## config.mk

```make
export PLATFORM = sky130hd
export DESIGN_NAME = fwwu_cell
export DESIGN_NICKNAME = d
export VERILOG_FILES = /design/src/fwwu_pkg.sv /design/src/fwwu_cell.sv
export SDC_FILE = /design/constraint.sdc
export NUM_CORES = 1
export LEC_CHECK = 0
export BUFFER_PORTS_ARGS = -buffer_cell sky130_fd_sc_hd__buf_4
export CORE_MARGIN = 4
export CORE_UTILIZATION = 45
export DETAILED_ROUTE_END_ITERATION = 8
export PLACE_DENSITY = 0.84
export SLEW_MARGIN = 20
export SYNTH_ARGS = -nofsm -noshare
export SYNTH_HDL_FRONTEND = slang
export SYNTH_SLANG_ARGS = --single-unit
```

## constraint.sdc

```tcl
create_clock -name clk -period 1 [get_ports clk]
set_input_delay 0.15 -clock clk [delete_from_list [all_inputs] [get_ports clk]]
set_output_delay 0.15 -clock clk [all_outputs]
set_load 0.05 [all_outputs]
```

## src/fwwu_pkg.sv

```systemverilog
// ----------------------------------------------------------------------------
// fwwu_pkg: shared constants and the binomial helper
// Field widths of the unrank block and a Pascal-row function that is
// evaluated at elaboration to fill each cell's constant row.
// ----------------------------------------------------------------------------
`default_nettype none

package fwwu_pkg;

	// field widths
	localparam int RANK_W  = 64;
	localparam int LEFT_W  = 6;
	localparam int CFG_W   = 6;
	localparam int WORD_W  = 62;
	localparam int ROW_LEN = 64;

	// reset value of the length register
	localparam logic [CFG_W-1:0] BIT_COUNT_RST = 6'd8;

	// C(n, k) by building Pascal rows additively; 0 when k > n
	function automatic logic [RANK_W-1:0] binom(input int n, input int k);
		logic [RANK_W-1:0] row [ROW_LEN];
		int r;
		int c;
		for (c = 0; c < ROW_LEN; c++) begin
			row[c] = '0;
		end
		row[0] = 64'd1;
		for (r = 1; r <= n; r++) begin
			for (c = r; c >= 1; c--) begin
				row[c] = row[c] + row[c-1];
			end
		end
		if (k < 0 || k >= ROW_LEN || n < 0 || n >= ROW_LEN) begin
			binom = '0;
		end else begin
			binom = row[k];
		end
	endfunction

endpackage

`default_nettype wire

```

## src/fwwu_cell.sv

```systemverilog
// ----------------------------------------------------------------------------
// fwwu_cell: one compare-subtract cell of the unrank chain
// Handles the bit whose count of lower positions is M. Looks up
// C(M, ones left) in a constant row, subtracts it when the rank allows
// and records the bit in the word-in-progress.
// ----------------------------------------------------------------------------
`default_nettype none

module fwwu_cell #(
	parameter int M        = 0,
	parameter int MAX_BITS = 62
) (
	input  wire logic                        clk,
	input  wire logic                        arst_n,
	input  wire logic                        load,
	input  wire logic                        prev_valid,
	input  wire logic [fwwu_pkg::RANK_W-1:0] prev_rank,
	input  wire logic [fwwu_pkg::LEFT_W-1:0] prev_left,
	input  wire logic [MAX_BITS-1:0]         prev_bits,
	input  wire logic [fwwu_pkg::CFG_W-1:0]  n_eff,
	output logic                             valid_q,
	output logic [fwwu_pkg::RANK_W-1:0]      rank_q,
	output logic [fwwu_pkg::LEFT_W-1:0]      left_q,
	output logic [MAX_BITS-1:0]              bits_q
);
	import fwwu_pkg::*;

	logic [RANK_W-1:0]   row_c [ROW_LEN];
	logic [RANK_W-1:0]   coef;
	logic                active;
	logic                take;
	logic [MAX_BITS-1:0] set_mask;

	// constant Pascal row for this cell
	for (genvar k = 0; k < ROW_LEN; k++) begin : g_row
		assign row_c[k] = binom(M, k);
	end

	// cell is live only inside the configured length and while ones remain
	assign coef   = row_c[prev_left];
	assign active = (CFG_W'(M) < n_eff) && (prev_left != '0);
	assign take   = active && (prev_rank >= coef);

	// bit owned by this cell
	assign set_mask = MAX_BITS'(1) << M;

	// valid flag
	always_ff @(posedge clk or negedge arst_n) begin
		if (!arst_n) begin
			valid_q <= 1'b0;
		end else if (load) begin
			valid_q <= prev_valid;
		end
	end

	// payload
	always_ff @(posedge clk) begin
		if (load) begin
			rank_q <= take ? (prev_rank - coef) : prev_rank;
			left_q <= take ? (prev_left - LEFT_W'(1)) : prev_left;
			bits_q <= take ? (prev_bits | set_mask) : prev_bits;
		end
	end

endmodule

`default_nettype wire

```

==> run metrics, run 1 <==
dpl hpwl 15.19 mm; Exit stage global routing (5_1_grt); chip height 120.1 µm; H-tree depth 4; largest net degree at the start of global routing 56; Final GP Congestion 0.8923; All-Layer GR Usage 87.14%; Ports 275; post-synthesis simple-gate area fraction 14.92%; Syn Nets 528; post-synthesis sequential area ratio 70.48%; first error [ERROR GRT-0232] Routing congestion too high. Check the congestion heatmap in the GUI.; Mapped Avg Cell Area 14.81 µm²; Synth Area in Adders 0.8844%; Root Buffer clkbuf_16; antenna violations before repair 9; Synth Area in Compound Gates 2.498%; worst setup endpoint GRT rank_q[57]$_DFFE_PP_/D; outcome stopped before the end; most common flop cell mapped by yosys edfxtp_1; Synth Area in XOR/XNOR 9.595%; Post-synth EDFFs 132; Cells after Synth 382; clock sink count 133; Post-synth ARST share 0.7519%; main combinational cell family by area after synthesis simple AND/OR/NAND/NOR gates; grt total ovfl 346; worst-path endpoint category register input; mux share of post-synthesis cell area 0.1990%; Post-Syn Area 5659 µm²; Initial Util 46.53%; Cells after DPL 956; Rows 40; register bit total from synthesis 133; Synth cell types 39; CTS max path bufs 2; IO buf count 274; pre-CTS setup slack -2.101 ns; TritonCTS Buffers 17; die width 120.1 µm; Yosys warnings 0
## stage by stage
stage / area (µm²) / setup TNS [ns] / util (%)
CTS: 11460 / -120.20 / 94.23
detailed placement: 9139 / -140.45 / 75.14
global placement: 9139 / -135.22 / 75.14
floorplan: 5821 / -118.85 / -
## kinds of logic after synthesis
group                    after synthesis
adder cells (fa/ha/maj)                4
AND/OR/NAND/NOR                      152
flip-flops                           133
AO/OA/AOI/OAI                         18
multiplexers                           1
XOR/XNOR                              62
buffers and inverters                 12
## repair_timing
| action | in CTS |
|---|---|
| hold buffers | 64 |
| gates resized for setup | 214 |
| hold endpoints to repair | 64 |
| pin swaps | 19 |
| setup buffers | 17 |
| setup endpoints to repair | 204 |
| gates cloned | 5 |
## per-layer routing
metal,GRT usage (%),overflow
met5,37.13,0
met4,94.99,123
met3,74.22,3
met2,102.7,218
met1,82.69,2
## cell usage after synthesis, drive strengths merged (2+ instances only)
cell	instances	area share, %
o21ai	11	1.2
nand4	5	0.55
nand2	20	1.3
or3	8	0.88
nand3b	2	0.27
ha	4	0.88
inv	4	0.27
nand2b	2	0.22
or4	7	0.93
nand3	19	1.7
nor4b	4	0.62
or2	2	0.22
clkbuf	2	0.13
xnor2	28	4.3
nand4b	4	0.62
edfxtp	132	70
nor3b	2	0.27
nor4	33	3.8
buf	6	1.0
nor3	17	1.5
nor2	23	1.5
xor2	34	5.3
==> run 2, diff against run 1 <==
- CORE_UTILIZATION: 45 -> 30
- PLACE_DENSITY: 0.84 -> unset
- PLACE_DENSITY_LB_ADDON: unset -> 0.15
==> run 2 against run 1 <==
  * The flow now finishes, with violations (setup timing)
  * Synthesized cell count did not move
  * Synthesized area is the same
==> run metrics, run 2 <==
grt total ovfl 0; CP Data Required Time 1.16 ns; Worst setup SP type primary input; Top reg by flops rank_q; CTS max path bufs 2 (unchanged); arrival time worst endpoint 2.73 ns; Worst Path Buf+Inv 3; Detailed Route Iter0 Violations 195; share of cells above drive strength 1 59.51%; worst-path cell chain buf_6, or3_4, nor3b_4, ha_4, ha_4, nor3b_4, nand3_2, or4_4, buf_6, o211ai_4, buf_6, nor3_2, xor2_1; WS Path Type in2reg; Max Cap Violations 0; dpl hpwl 14.95 mm (-1.6%); Slew Viols, Final 0; TritonCTS Buffers 17 (unchanged); Ports 275 (unchanged); leading area contributor after synthesis edfxtp_1; Post-synth ARST share 0.7519% (unchanged); WHS 0.04704 ns; Clock Latency Late Sink 0.41 ns; most common flop cell mapped by yosys edfxtp_1; Cells after DPL 1025 (+7.2%); unrepaired setup endpoints after global routing yes; Rows 49 (+23%); chip height 145.3 µm (+21%); pre-CTS setup slack -2.079 ns (+0.02236 ns); P_leak 4.789 nW; Syn Nets 528 (unchanged); Placeable Area 18270 µm²; antenna violations before repair 0; Worst path most repeated cell buf_6; wire per inst 18.00 µm; biggest registers after layout rank_q (64), bits_q (62), left_q (6); filler instances 1384; Final Hold Vio Count 0; slowest stage delay, CP 0.48 ns; final WL 20.40 mm; clk_skew 0 ns; Mapped Avg Cell Area 14.81 µm² (unchanged); crit path capture type flop; Vias/cell 4.655; vias in the first global route 5782; fmax 389.0 MHz; fin util 63.14%; Max VDD drop 1.064 mV; DIE AREA 21130 µm²; CTS tree yes; Synth top area share 70.04% (unchanged); Post-synth EDFFs 132 (unchanged); IO buf count 274 (unchanged); Clock transition at path regs 0.07 ns; setup slack after layout -1.570 ns; TritonRoute pass-1 iters 4; CP top delay family simple AND/OR/NAND/NOR gates; Final min period 2.570 ns; power per cell area 1522 nW/µm²; largest net degree at the start of global routing 32; first-pass GRT wire length 31.86 mm; Root Buffer clkbuf_16; antenna diode count 0; vias post-DR 5274; top-count cell post-synth edfxtp_1; Cell Count, Final, Fillers Out 1133; H-tree depth 4 (unchanged); commonest non-fill, non-tap cells in the layout 279 x buf_4, 142 x buf_6, 132 x edfxtp_1; DRC 0; final setup fails 204; Hold Crit Class in2reg; outcome finished with violations; Post-DRT Antenna Nets 0; Slew HR 73.86%; Initial Util 30.98% (-16 points); period utilisation layout 257.0%; All-Layer GR Usage 19.01%; post-synthesis sequential area ratio 70.48% (unchanged); most frequent cells after synthesis 132 x edfxtp_1, 34 x xor2_1, 32 x nor4_1; Layout area overhead 103.8%; Cells after Synth 382 (unchanged); Yosys warnings 0 (unchanged); Synth cell types 39 (unchanged); Worst Tran Pin Value 0.3867 ns; Post-Syn Area 5659 µm² (unchanged); violated checks setup timing; register bit total from synthesis 133 (unchanged); Layout Nets 1037; Final GP Congestion 0.8209 (-8.0%); clock sink count 133 (unchanged); Worst Path Max Fanout 5; most common cell after layout, fill and taps aside buf_4; number of flip-flops in the largest register 64; top cells by area, synth edfxtp_1 70%, xor2_1 5.3%, xnor2_1 4.3%; Slowest cell on crit path or4_4; die width 145.3 µm (+21%); setup TNS -116.72 ns
[run 2: cell counts after synthesis]
No cell type changed its count.
[run 2: power breakdown]
| group | leakage, nW | internal, W | switching [W] |
|---|---|---|---|
| clock network | 0.294 | 0.00401 | 0.00259 |
| logic | 3.19 | 0.00174 | 0.00234 |
| registers | 1.30 | 0.00664 | 0.000227 |
| total | 4.79 | 0.0124 | 0.00515 |
[run 2: final timing paths]
kind,startpoint,to,slack (ns),cells past startpoint
setup / recovery,prev_left[2],rank_q[57],-1.57,13
setup reg to reg,valid_q,valid_q,0.23,1
max in group asynchronous,arst_n,valid_q,0.85,2
min in group asynchronous,arst_n,valid_q,0.07,2
hold reg to reg,valid_q,valid_q,0.55,1
hold / removal,prev_rank[61],rank_q[61],0.05,2
[run 2: metrics by stage]
| stage | power (W) | instance area [µm²] |
|---|---|---|
| 3_3_place_gp | 0.01041 | 9313 |
| 2_1_floorplan | 0.008650 | 5821 |
| 5_1_grt | 0.01816 | 11540 |
| 6_report | 0.01756 | 11540 |
| 4_1_cts | 0.01771 | 11410 |
| 3_5_place_dp | 0.01044 | 9313 |
[run 2: cell families after synthesis]
kind of cell	synth area share, %
DFF	70.48
muxes	0.1990
xor gates and xnor gates	9.596
adders and majority gates	0.8844
AOI/OAI and AO/OA	2.498
buffers and inverters	1.415
and+or+nand+nor	14.92
[run 2: cell type report]
cell class	instances	area, µm²	area share (%)
Multi-Input combinational cell	240	2092	18.13
Clock inverter	14	190.2	1.649
Clock buffer	18	429.2	3.720
Timing Repair Buffer	495	4534	39.31
Tap cell	229	286.5	2.484
Sequential cell	133	3989	34.58
Inverter	4	15.01	0.1302
[run 2: layer usage]
metal	wire, µm	up-vias	global-route usage [%]
met4	312	0	5.603
met3	1274	21	5.201
met2	10650	195	33.91
met1	8159	2543	22.45
li1	-	2515	-
met5	0	-	0
[run 2: repair_timing]
action,in CTS,in global routing
setup endpoints to repair,204,204
endpoints found under the hold margin,64,0
hold buffers,64,0
setup buffers,9,4
cloned,4,0
pin swaps,14,11
resized for setup,185,27
Power figures use the tool's default switching activity.
